[src/hw/rtl/brf_pkg.sv]
// Package with the shared constants, types and transaction formats of the byte ring FIFO.
package brf_pkg;

  localparam int DEPTH = 256;
  localparam int AW    = $clog2(DEPTH);
  localparam int CW    = 9;
  localparam int DW    = 8;
  localparam int LW    = CW + 3;

  localparam logic [CW-1:0] CAP_MAX = CW'(DEPTH);
  localparam logic [CW-1:0] CAP_MIN = CW'(1);

  typedef enum logic [1:0] {
    OP_WRITE = 2'd0,
    OP_READ  = 2'd1,
    OP_CLEAR = 2'd2,
    OP_NOP   = 2'd3
  } brf_op_t;

  typedef struct packed {
    brf_op_t         op;
    logic [DW-1:0]   write_byte;
    logic            burst_end;
  } brf_in_item_t;

  typedef struct packed {
    logic [DW-1:0]   read_byte;
    logic            read_valid;
    logic            write_taken;
    logic [CW-1:0]   fill_count;
    logic [CW-1:0]   free_space;
    logic            is_empty;
    logic            is_full;
    logic            almost_empty;
    logic            almost_full;
    logic            overflowed;
    logic            last;
  } brf_out_item_t;

  typedef struct packed {
    logic            wr_en;
    logic            rd_en;
    logic [AW-1:0]   addr;
    logic [DW-1:0]   wdata;
  } brf_ram_cmd_t;

  typedef struct packed {
    logic            read_valid;
    logic            write_taken;
    logic [CW-1:0]   fill_count;
    logic [CW-1:0]   free_space;
    logic            is_empty;
    logic            is_full;
    logic            almost_empty;
    logic            almost_full;
    logic            overflowed;
    logic            last;
  } brf_status_t;

endpackage

[src/hw/rtl/brf_ram.sv]
// Generic single-port synchronous RAM with a registered read port.
module brf_ram #(
  parameter int WIDTH = 8,
  parameter int DEPTH = 256
) (
  input  logic                     clk,
  input  logic                     wr_en,
  input  logic                     rd_en,
  input  logic [$clog2(DEPTH)-1:0] addr,
  input  logic [WIDTH-1:0]         wdata,
  output logic [WIDTH-1:0]         rdata
);

  logic [WIDTH-1:0] mem [DEPTH];
  logic [WIDTH-1:0] rdata_r;

  always_ff @(posedge clk) begin
    if (wr_en) begin
      mem[addr] <= wdata;
    end
    if (rd_en) begin
      rdata_r <= mem[addr];
    end
  end

  assign rdata = rdata_r;

endmodule

[src/hw/rtl/brf_ctrl.sv]
// Pointer, level and flag control that turns each transaction into a RAM access and status.
module brf_ctrl (
  input  logic                  clk,
  input  logic                  rst_n,
  input  logic                  cfg_wr_en,
  input  logic [brf_pkg::CW-1:0] cfg_wr_data,
  input  logic                  accept,
  input  brf_pkg::brf_in_item_t item,
  output brf_pkg::brf_ram_cmd_t ram_cmd,
  output brf_pkg::brf_status_t  status
);
  import brf_pkg::*;

  logic [CW-1:0] cap_r, cap_nxt;
  logic [AW-1:0] head_r, head_nxt;
  logic [CW-1:0] count_r, count_nxt;
  logic          ovf_r, ovf_nxt;
  logic [CW-1:0] pos_sum;
  logic [CW-1:0] pos_wrap;
  logic [CW-1:0] head_inc;
  logic [LW-1:0] count_x5;
  logic [LW-1:0] cap_x4;
  logic          rvalid;
  logic          wtaken;

  always_comb begin
    pos_sum  = CW'(head_r) + count_r;
    pos_wrap = (pos_sum >= cap_r) ? (pos_sum - cap_r) : pos_sum;
    head_inc = CW'(head_r) + CW'(1);
  end

  always_comb begin
    cap_nxt   = cap_r;
    head_nxt  = head_r;
    count_nxt = count_r;
    ovf_nxt   = ovf_r;
    rvalid    = 1'b0;
    wtaken    = 1'b0;
    ram_cmd   = '{wr_en: 1'b0, rd_en: 1'b0, addr: head_r, wdata: item.write_byte};
    if (cfg_wr_en) begin
      if (cfg_wr_data == '0) begin
        cap_nxt = CAP_MIN;
      end else if (cfg_wr_data > CAP_MAX) begin
        cap_nxt = CAP_MAX;
      end else begin
        cap_nxt = cfg_wr_data;
      end
      head_nxt  = '0;
      count_nxt = '0;
      ovf_nxt   = 1'b0;
    end else if (accept) begin
      unique case (item.op)
        OP_WRITE: begin
          if (count_r < cap_r) begin
            ram_cmd.wr_en = 1'b1;
            ram_cmd.addr  = pos_wrap[AW-1:0];
            count_nxt     = count_r + CW'(1);
            wtaken        = 1'b1;
          end else begin
            ovf_nxt = 1'b1;
          end
        end
        OP_READ: begin
          if (count_r != '0) begin
            ram_cmd.rd_en = 1'b1;
            ram_cmd.addr  = head_r;
            rvalid        = 1'b1;
            head_nxt      = (head_inc >= cap_r) ? '0 : head_inc[AW-1:0];
            count_nxt     = count_r - CW'(1);
          end
        end
        OP_CLEAR: begin
          head_nxt  = '0;
          count_nxt = '0;
          ovf_nxt   = 1'b0;
        end
        OP_NOP: begin
        end
        default: begin
        end
      endcase
    end
  end

  always_comb begin
    count_x5 = (LW'(count_nxt) << 2) + LW'(count_nxt);
    cap_x4   = LW'(cap_r) << 2;
    status.read_valid   = rvalid;
    status.write_taken  = wtaken;
    status.fill_count   = count_nxt;
    status.free_space   = cap_r - count_nxt;
    status.is_empty     = (count_nxt == '0);
    status.is_full      = (count_nxt == cap_r);
    status.almost_empty = (count_x5 <= LW'(cap_r));
    status.almost_full  = (count_x5 >= cap_x4);
    status.overflowed   = ovf_nxt;
    status.last         = item.burst_end;
  end

  always_ff @(posedge clk) begin
    if (!rst_n) begin
      cap_r   <= CAP_MAX;
      head_r  <= '0;
      count_r <= '0;
      ovf_r   <= 1'b0;
    end else begin
      cap_r   <= cap_nxt;
      head_r  <= head_nxt;
      count_r <= count_nxt;
      ovf_r   <= ovf_nxt;
    end
  end

endmodule

[src/hw/rtl/byte_ring_fifo_with_level_flags_core.sv]
// Top level of the byte ring FIFO with level flags.
//
// Each input transaction carries one operation: write a byte, read a byte, clear, or no-op.
// Every accepted transaction yields exactly one result transaction that reports the byte
// read, whether a write was stored, the level, the free space and the status flags.
// The cfg port sets the capacity in use (1 to 256) and also clears the FIFO; the user must
// write it only while no transaction is in flight, and the block itself does not enforce this.
// The byte store is one 256 x 8 single-port RAM with a registered read port.
// Pointer and level state update at the edge that accepts a transaction, and the RAM
// access for it is issued at that same edge.
// The RAM registers its read data at the edge that accepts the input transaction, and the
// output register takes the result from that read stage; out_valid rises with it.
// Throughput: one transaction per cycle while out_stall stays low.
// When out_stall is high the output register holds its result, the read stage behind it
// fills, and in_stall rises once both are occupied; nothing is lost or repeated.
// Reset clears the FIFO and its overflow flag and sets the capacity to 256; the RAM
// contents are not cleared and no entry is read before it has been written.
module byte_ring_fifo_with_level_flags_core (
  input  logic                   clk,
  input  logic                   rst_n,
  input  logic                   cfg_wr_en,
  input  logic [brf_pkg::CW-1:0] cfg_wr_data,
  input  logic                   in_valid,
  output logic                   in_stall,
  input  brf_pkg::brf_in_item_t  in_item,
  output logic                   out_valid,
  input  logic                   out_stall,
  output brf_pkg::brf_out_item_t out_item
);
  import brf_pkg::*;

  brf_ram_cmd_t  ram_cmd;
  brf_status_t   status;
  logic [DW-1:0] ram_rdata;
  logic          accept;
  logic          s1_adv;
  logic          s1_valid_r, s1_valid_nxt;
  brf_status_t   s1_status_r;
  logic          out_valid_r, out_valid_nxt;
  brf_out_item_t out_item_r;
  brf_out_item_t s1_item;

  assign s1_adv   = s1_valid_r && (!out_valid_r || !out_stall);
  assign in_stall = s1_valid_r && !s1_adv;
  assign accept   = in_valid && !in_stall;

  brf_ctrl u_ctrl (
    .clk         (clk),
    .rst_n       (rst_n),
    .cfg_wr_en   (cfg_wr_en),
    .cfg_wr_data (cfg_wr_data),
    .accept      (accept),
    .item        (in_item),
    .ram_cmd     (ram_cmd),
    .status      (status)
  );

  brf_ram #(
    .WIDTH (DW),
    .DEPTH (DEPTH)
  ) u_ram (
    .clk   (clk),
    .wr_en (ram_cmd.wr_en),
    .rd_en (ram_cmd.rd_en),
    .addr  (ram_cmd.addr),
    .wdata (ram_cmd.wdata),
    .rdata (ram_rdata)
  );

  always_comb begin
    s1_item.read_byte    = s1_status_r.read_valid ? ram_rdata : '0;
    s1_item.read_valid   = s1_status_r.read_valid;
    s1_item.write_taken  = s1_status_r.write_taken;
    s1_item.fill_count   = s1_status_r.fill_count;
    s1_item.free_space   = s1_status_r.free_space;
    s1_item.is_empty     = s1_status_r.is_empty;
    s1_item.is_full      = s1_status_r.is_full;
    s1_item.almost_empty = s1_status_r.almost_empty;
    s1_item.almost_full  = s1_status_r.almost_full;
    s1_item.overflowed   = s1_status_r.overflowed;
    s1_item.last         = s1_status_r.last;
  end

  always_comb begin
    s1_valid_nxt  = accept || (s1_valid_r && !s1_adv);
    out_valid_nxt = s1_adv || (out_valid_r && out_stall);
  end

  always_ff @(posedge clk) begin
    if (!rst_n) begin
      s1_valid_r  <= 1'b0;
      out_valid_r <= 1'b0;
    end else begin
      s1_valid_r  <= s1_valid_nxt;
      out_valid_r <= out_valid_nxt;
    end
  end

  always_ff @(posedge clk) begin
    if (accept) begin
      s1_status_r <= status;
    end
    if (s1_adv) begin
      out_item_r <= s1_item;
    end
  end

  assign out_valid = out_valid_r;
  assign out_item  = out_item_r;

endmodule

[config.mk]
export PLATFORM = sky130hd
export DESIGN_NAME = byte_ring_fifo_with_level_flags_core
export DESIGN_NICKNAME = d
export VERILOG_FILES = /design/src/hw/rtl/brf_pkg.sv /design/src/hw/rtl/brf_ram.sv /design/src/hw/rtl/brf_ctrl.sv /design/src/hw/rtl/byte_ring_fifo_with_level_flags_core.sv
export SDC_FILE = /design/constraint.sdc
export NUM_CORES = 2
export LEC_CHECK = 0
export BUFFER_PORTS_ARGS = -buffer_cell sky130_fd_sc_hd__clkbuf_2
export CORE_UTILIZATION = 63
export DETAILED_ROUTE_END_ITERATION = 12
export PLACE_DENSITY = 0.76
export SYNTH_ARGS = -nofsm -noshare
export SYNTH_HDL_FRONTEND = slang
export SYNTH_SLANG_ARGS = --single-unit
export TNS_END_PERCENT = 1
[constraint.sdc]
create_clock -name clk -period 6.8 [get_ports clk]
set_input_delay 1.02 -clock clk [delete_from_list [all_inputs] [get_ports clk]]
set_output_delay 1.02 -clock clk [all_outputs]
set_load 0.02 [all_outputs]
# [Word level (Yosys, flattened, before mapping)]
# Memory sizes are Yosys's and may differ from the RTL's. A register that Yosys moved wholly into a read port is not among the register bits.
# Index checks and enable logic that the tools add are counted.
[op_classes] bitwise=2 n_addsub=7 reduce_logical=19 n_eq_ne=4 n_mux=26 order_cmp=6
[op_table] op="two-way mux 9 bit" n=7
[op_table] op="two-way mux 8 bit" n=4
[op_table] op="one-hot mux 8 bit (2 select lines)" n=2
[op_table] op="one-hot mux 9 bit (3 select lines)" n=1
[op_table] op="two-way mux 10 bit" n=2
[op_table] op=">= comparator 9 bit" n=2
[op_table] op="zero test 9 bit" n=2
[op_table] op="adder 11 x 9 -> 12 bit" n=1
[op_table] op=">= comparator 12 x 11 -> 1 bit" n=1
[op_table] op="<= comparator 12 x 9 -> 1 bit" n=1
[op_table] op="adder 8 x 1 -> 9 bit, second input constant" n=1
[op_table] op="adder 8 x 9 -> 9 bit" n=1
[op_table] op="adder 9 x 1 -> 9 bit, second input constant" n=1
[op_table] op="== test 9 bit" n=1
[op_table] op="greater-than comparator 9 bit, second input constant" n=1
[op_table] op="less-than comparator 9 bit" n=1
[op_table] op="two-way mux 1 bit" n=9
[op_table] op="nonzero test 9 bit" n=1
[op_table] op="subtractor 9 x 1 -> 9 bit, second input constant" n=1
[op_table] op="subtractor 9 bit" n=1
[op_table] op="subtractor 8 bit" n=1
[op_table] op="logical AND 1 bit" n=4
[op_table] op="zero test 1 bit" n=4
[op_table] op="OR reduction 2 bit" n=2
[op_table] op="other kinds (9)" n=12
[totals] in_bits=25 ram_bits=2048 out_inout_bits=36 elab_cells=92 n_memories=1 reg_bits=89
[mem_list] name="u_ram.mem" words=256 word_bits=8 rd=1 rd_ports_with_merged_regs=1 write_ports=1 line="brf_ram.sv:14" source="logic [WIDTH-1:0] mem [DEPTH];"

# [Longest topological paths before layout]
[logic_depth] ltp_word=11 mapped_depth=27 mapped_depth_nobuf=25

# [By module]
# From an unflattened synthesis, not the netlist that was laid out.
[unflattened] cells_unflattened=4174 area_unflattened_um2=84687.5
[by_module_without_submodules] mod="brf_ram" instances=1 area_per_inst_um2=78572.9 seq_area_each_um2=61739.2 cells_per_inst=3547
[by_module_without_submodules] mod="brf_ctrl" instances=1 area_per_inst_um2=4179.0 seq_area_each_um2=540.5 cells_per_inst=551
[by_module_without_submodules] mod="byte_ring_fifo_with_level_flags_core" instances=1 area_per_inst_um2=1935.6 seq_area_each_um2=1841.8 cells_per_inst=76

# [Worst setup path after synthesis]
# Ideal clock, no wire load.
[synth_path] kind="register -> register" start="register u_ctrl.count_r[0]" end="memory u_ram.mem[160][0] (enable)" synth_period_minus_slack_ns=5.586 t_required_ns=6.430 arrival_time_ns=5.216 setup_ns=0.370 path_buffers=4 setup_slack_ns=1.214 stages_incl_launch_ff=21 cell_sequence="dfxtp_1 > ha_1 > fa_1 > a21o_1 > a21oi_1 > nor2b_1 > or4_1 > o211a_1 > ha_1 > and3_1 > o311ai_2 > a31oi_1 > buf_2 > and3_1 > a21oi_1 > a31o_2 > clkbuf_1 > clkbuf_1 > nand2_1 > clkbuf_1 > nor2_1"
[synth_between] elab_chain_len=7 elab_cells_between_ends=13 cone_classes="add/sub (2); order compare (2); mux (9)"
[synth_rtl] item="from (decl)" line="brf_ctrl.sv:16" source="logic [CW-1:0] count_r, count_nxt;"
[synth_rtl] item="from (signal assigned)" line="brf_ctrl.sv:109" source="count_r <= count_nxt;"
[synth_rtl] item="adder 8 x 9 -> 9 bit or less-than comparator 9 bit (tied branches)" line="brf_ctrl.sv:27, brf_ctrl.sv:54"
[synth_rtl] item="subtractor 8 bit (tied with other cells)" line="brf_ctrl.sv:28" source="pos_wrap = (pos_sum >= cap_r) ? (pos_sum - cap_r) : pos_sum;"
[synth_rtl] item="two-way mux 8 bit or two-way mux 1 bit (tied branches)"
[synth_rtl] item="two-way mux 8 bit or two-way mux 10 bit (tied branches)" line="brf_ctrl.sv:54, brf_ctrl.sv:51"
[synth_rtl] item="one-hot mux 8 bit (2 select lines) or two-way mux 10 bit (tied branches)" line="brf_ctrl.sv:52, brf_ctrl.sv:40"
[synth_rtl] item="two-way mux 10 bit *" line="brf_ctrl.sv:51" source="end else if (accept) begin"
[synth_rtl] item="two-way mux 10 bit *" line="brf_ctrl.sv:40" source="if (cfg_wr_en) begin"
[synth_rtl] item="to (decl)" line="brf_ram.sv:14"
# Mark *: on every way between the ends. The rest lies on a longest branch, timed or not.

# [Worst setup path in the final report]
[layout_path] start="register u_ctrl.count_r[0]" end="register u_ram.rdata_r[4], in the netlist u_ram.rdata[4], read port of u_ram.mem, data pin"
[layout_between] elab_chain_len=7 elab_cells_between_ends=12 cone_classes="add/sub (2); order compare (2); mux (7); reduce/logical (1)"
[layout_rtl] item="adder 8 x 9 -> 9 bit" line="brf_ctrl.sv:27" source="pos_sum = CW'(head_r) + count_r;"
[layout_rtl] item="subtractor 8 bit or >= comparator 9 bit (tied branches)" line="brf_ctrl.sv:28"
[layout_rtl] item="two-way mux 8 bit" line="brf_ctrl.sv:28"
[layout_rtl] item="two-way mux 8 bit" line="brf_ctrl.sv:54" source="if (count_r < cap_r) begin"
[layout_rtl] item="one-hot mux 8 bit (2 select lines)" line="brf_ctrl.sv:52" source="unique case (item.op)"
[layout_rtl] item="two-way mux 10 bit *" line="brf_ctrl.sv:51"
[layout_rtl] item="two-way mux 10 bit *" line="brf_ctrl.sv:40"
[layout_rtl] item="to (decl)" line="brf_ram.sv:15" source="logic [WIDTH-1:0] rdata_r;"
# Marks and branches as above.
# A chain may end at the register's enable or synchronous reset.

==> impl_metrics.json <==
{
  "switching_share_pct": 20.2,
  "post_drt_wl_per_cell_um": 28.8,
  "synthCells": 5703,
  "antenna_found_initial": 9,
  "synthMostInstantiatedCell": "edfxtp_1",
  "clock.fmax_mhz": 151,
  "cp_data_required_time_ns": 7.38,
  "max_stage_delay_ns": 0.57,
  "syn_to_final_growth_pct": 12.2,
  "clock-sinks": 2145,
  "rows": 135,
  "yosys_warnings": 0,
  "avgSynthCellArea_um2": 15.3,
  "slowest_stage": "mux4_2",
  "hp-start": "in_item[0]",
  "p_int_mw": 20.9,
  "status": "finished clean",
  "ant_nets": 0,
  "overflow": 0,
  "ioPinCount": 61,
  "yosysTopAreaCell": "edfxtp_1",
  "critPathLaunchType": "flip-flop",
  "grt_max_degree": 185,
  "cp-end-kind": "flip-flop",
  "place_congestion": 0.901,
  "clockPowerShare_pct": 42.3,
  "synth_top_area_share_pct": 73.0,
  "relSlewSlack_pct": 22.2,
  "vias": 53600,
  "path_max_fanout": 32,
  "hp-class": "in2reg",
  "drc": 0,
  "fillers": 8246,
  "hold_viol_final": 0,
  "seq_area_frac_synth_pct": 73.7,
  "place.port_buffers": 60,
  "drt_wl_total_um": 228000,
  "cts_buffers": 203,
  "synth_nets": 5803,
  "r2r-end": "u_ram.rdata[4]$_DFFE_PP_",
  "path_clk_slew_ns": 0.06,
  "critPathArrivalTime_ns": 7.19,
  "synth_commonest_cells": "edfxtp_1 (2116), nand2_1 (954), a21oi_1 (409)",
  "fp.dieH_um": 374,
  "holdPathStages": 1,
  "critPathKind": "reg2reg",
  "skew_ns": 0.0268,
  "coreArea_um2": 136000,
  "synth_flop_cell": "edfxtp_1",
  "insertion_delay_ns": 0.83,
  "timing.final.ws_setup_ns": 0.194,
  "grt_pass1_wl_um": 333000,
  "powerDensity_nw_per_um2": 269,
  "tightestPinTransition_ns": 1.17,
  "synthArstFlopShare_pct": 0,
  "ys_types": 90,
  "timing.final.crit_share_pct": 97.2,
  "htree_levels": 4,
  "clk_path_buf_depth": 3,
  "fp.dieArea_um2": 140000,
  "p_sw_mw": 5.31,
  "drive_gt1_share_pct": 14.9,
  "cp_cell_sequence": "ha_1, fa_1, a21o_1, a21oi_1, nor2b_1, or4_1, o211a_1, ha_1, and3_1, o311ai_2, a31oi_2, mux2i_1, buf_4, a21oi_4, buf_12, buf_16, mux4_2, nand3_1, nand4_1, a2111oi_4, buf_4, a32oi_1, mux2_2",
  "avgViaCountPerCell": 6.79,
  "synth_edf_count": 2116,
  "drt_first_iter_violations": 8132,
  "period_minus_slack_ns": 6.61,
  "fin_util_pct": 71.6,
  "postCtsHoldBufs": 0,
  "die_x_um": 374,
  "rrSetupSlack_ns": 0.19,
  "finalSetupViolCount": 0,
  "p_comb_share_pct": 2.2,
  "syn_area_um2": 87000,
  "maxSlewViolCount": 0,
  "maxCapViolCount": 0,
  "antenna_cells": 0,
  "synth.area.top_cells": "edfxtp_1 (73%), nand2_1 (4.1%), mux4_2 (3.7%), a21oi_1 (2.4%), a32oi_1 (2.0%)",
  "r2r_cells": 23,
  "nNetsFinal": 6048,
  "ir_worst_vdd_mv": 0.256,
  "post-dp-hpwl_um": 136000,
  "reg2reg_from": "u_ctrl.count_r[0]$_SDFF_PN0_",
  "drtPass1Iterations": 7,
  "whs_endpoint": "s1_item[0]$_DFFE_PP_",
  "cts_root_buf": "clkbuf_16",
  "power_frac_seq_pct": 55.5,
  "ys_ff_latch": 2145,
  "initial_core_util_pct": 63.8,
  "pre_cts_slack_ns": -0.00689,
  "grt_pass1_vias": 51200,
  "groute.usage.overall_pct": 32.3,
  "leakagePower_nw": 31.7,
  "tritoncts": "done"
}
[per-stage QoR]
stage                     instance area [um^2]  std cells  TNS, ns  total power [mW]  hold WS, ns
after floorplan                          87000       5703        0              15.1        0.400
after global placement                   91000       7517        0              15.4        0.402
after detailed placement                 91000       7517  -0.0123              15.4        0.405
after CTS                                97500       7888        0              26.3        0.337
after global routing                     97600       7895  -0.0636              26.8        0.359
final                                    97600       7895        0              26.2        0.383
[registers in the layout (all words and copies together) (netlist names)]
register / flops
out_item: 34
out_valid: 1
s1_item: 26
s1_valid_r: 1
u_ctrl.cap_r: 9
u_ctrl.count_r: 9
u_ctrl.head_r: 8
u_ctrl.ovf_r: 1
u_ram.mem: 2048
u_ram.rdata: 8
[power groups by stage]
stage	combinational, mW	clock (mW)	sequential (mW)
after floorplan	0.215	0	14.9
final	0.583	11.1	14.6
after detailed placement	0.573	0	14.8
after CTS	0.576	11.2	14.6
after global routing	0.618	11.6	14.6
after global placement	0.558	0	14.8
[worst max path at each step]
stage	startpoint	endpoint	slack, ns	cells after the start
5_1_grt	u_ctrl.count_r[0]$_SDFF_PN0_	u_ram.rdata[4]$_DFFE_PP_	-0.06	23
4_1_cts	u_ctrl.count_r[0]$_SDFF_PN0_	u_ram.rdata[6]$_DFFE_PP_	0.009	22
3_3_place_gp	u_ctrl.count_r[0]$_SDFF_PN0_	u_ram.rdata[5]$_DFFE_PP_	0.01	21
3_5_place_dp	u_ctrl.count_r[0]$_SDFF_PN0_	u_ram.rdata[5]$_DFFE_PP_	-0.007	21
6_report	u_ctrl.count_r[0]$_SDFF_PN0_	u_ram.rdata[4]$_DFFE_PP_	0.19	23
2_1_floorplan	u_ctrl.count_r[0]$_SDFF_PN0_	u_ram.mem[160][0]$_DFFE_PP_	1.21	20
[layer usage]
metal,vias up,routed length [um],track usage (%)
met3,551,26300,6.83
li1,22700,-,-
met4,8,9710,12.7
met1,26800,84700,45.1
met2,3557,107000,50.4
met5,-,61,0
[worst max-delay path, delay by kind of cell, from the launching register on]
kind / cells / cell delay [ns]
AO/OA/AOI/OAI: 8 / 1.86
AND/OR/NAND/NOR: 5 / 1.15
multiplexers: 3 / 1.06
adder cells (fa/ha/maj): 3 / 0.97
buffers and inverters: 4 / 0.94
flip-flops: 1 / 0.32
[cells in the final DEF, fill, tap and decap left out, types with 52 or more instances in the layout]
cell	count
a21oi_1	406
a221oi_1	52
a22oi_1	90
a32oi_1	200
buf_4	309
clkbuf_16	207
clkbuf_2	52
edfxtp_1	2116
ha_1	71
mux2i_1	162
mux4_2	142
nand2_1	954
nand3_1	172
nor2_1	316
[repair_timing]
| action | in CTS | in global routing |
|---|---|---|
| endpoints found under the setup margin | 2 | 8 |
| gates cloned | 0 | 2 |
| pin swaps | 0 | 4 |
| resized for setup | 1 | 16 |
| buffers inserted | 0 | 5 |
[cell families (layout without fill, tap and decap cells)]
| family | count (synthesis) | in the layout | synth area share (%) |
|---|---|---|---|
| buffers and inverters | 428 | 839 | 2.48 |
| and+or+nand+nor | 1617 | 1617 | 7.78 |
| DFF | 2145 | 2145 | 73.7 |
| AOI/OAI and AO/OA | 1088 | 1088 | 8.88 |
| adders and majority gates | 75 | 75 | 1.11 |
| xor gates and xnor gates | 34 | 34 | 0.342 |
| muxes | 316 | 316 | 5.70 |
[layout make-up]
type	count	area, um^2	area share (%)
inverters	51	191	0.196
multi-input cells	3130	21000	21.5
repair buffers	417	3640	3.73
flip-flops and latches	2145	64100	65.7
clock buffers	245	5300	5.43
clock inverters	126	1170	1.20
well taps	1781	2230	2.28
Note: power is estimated with default switching activity, not from simulation.
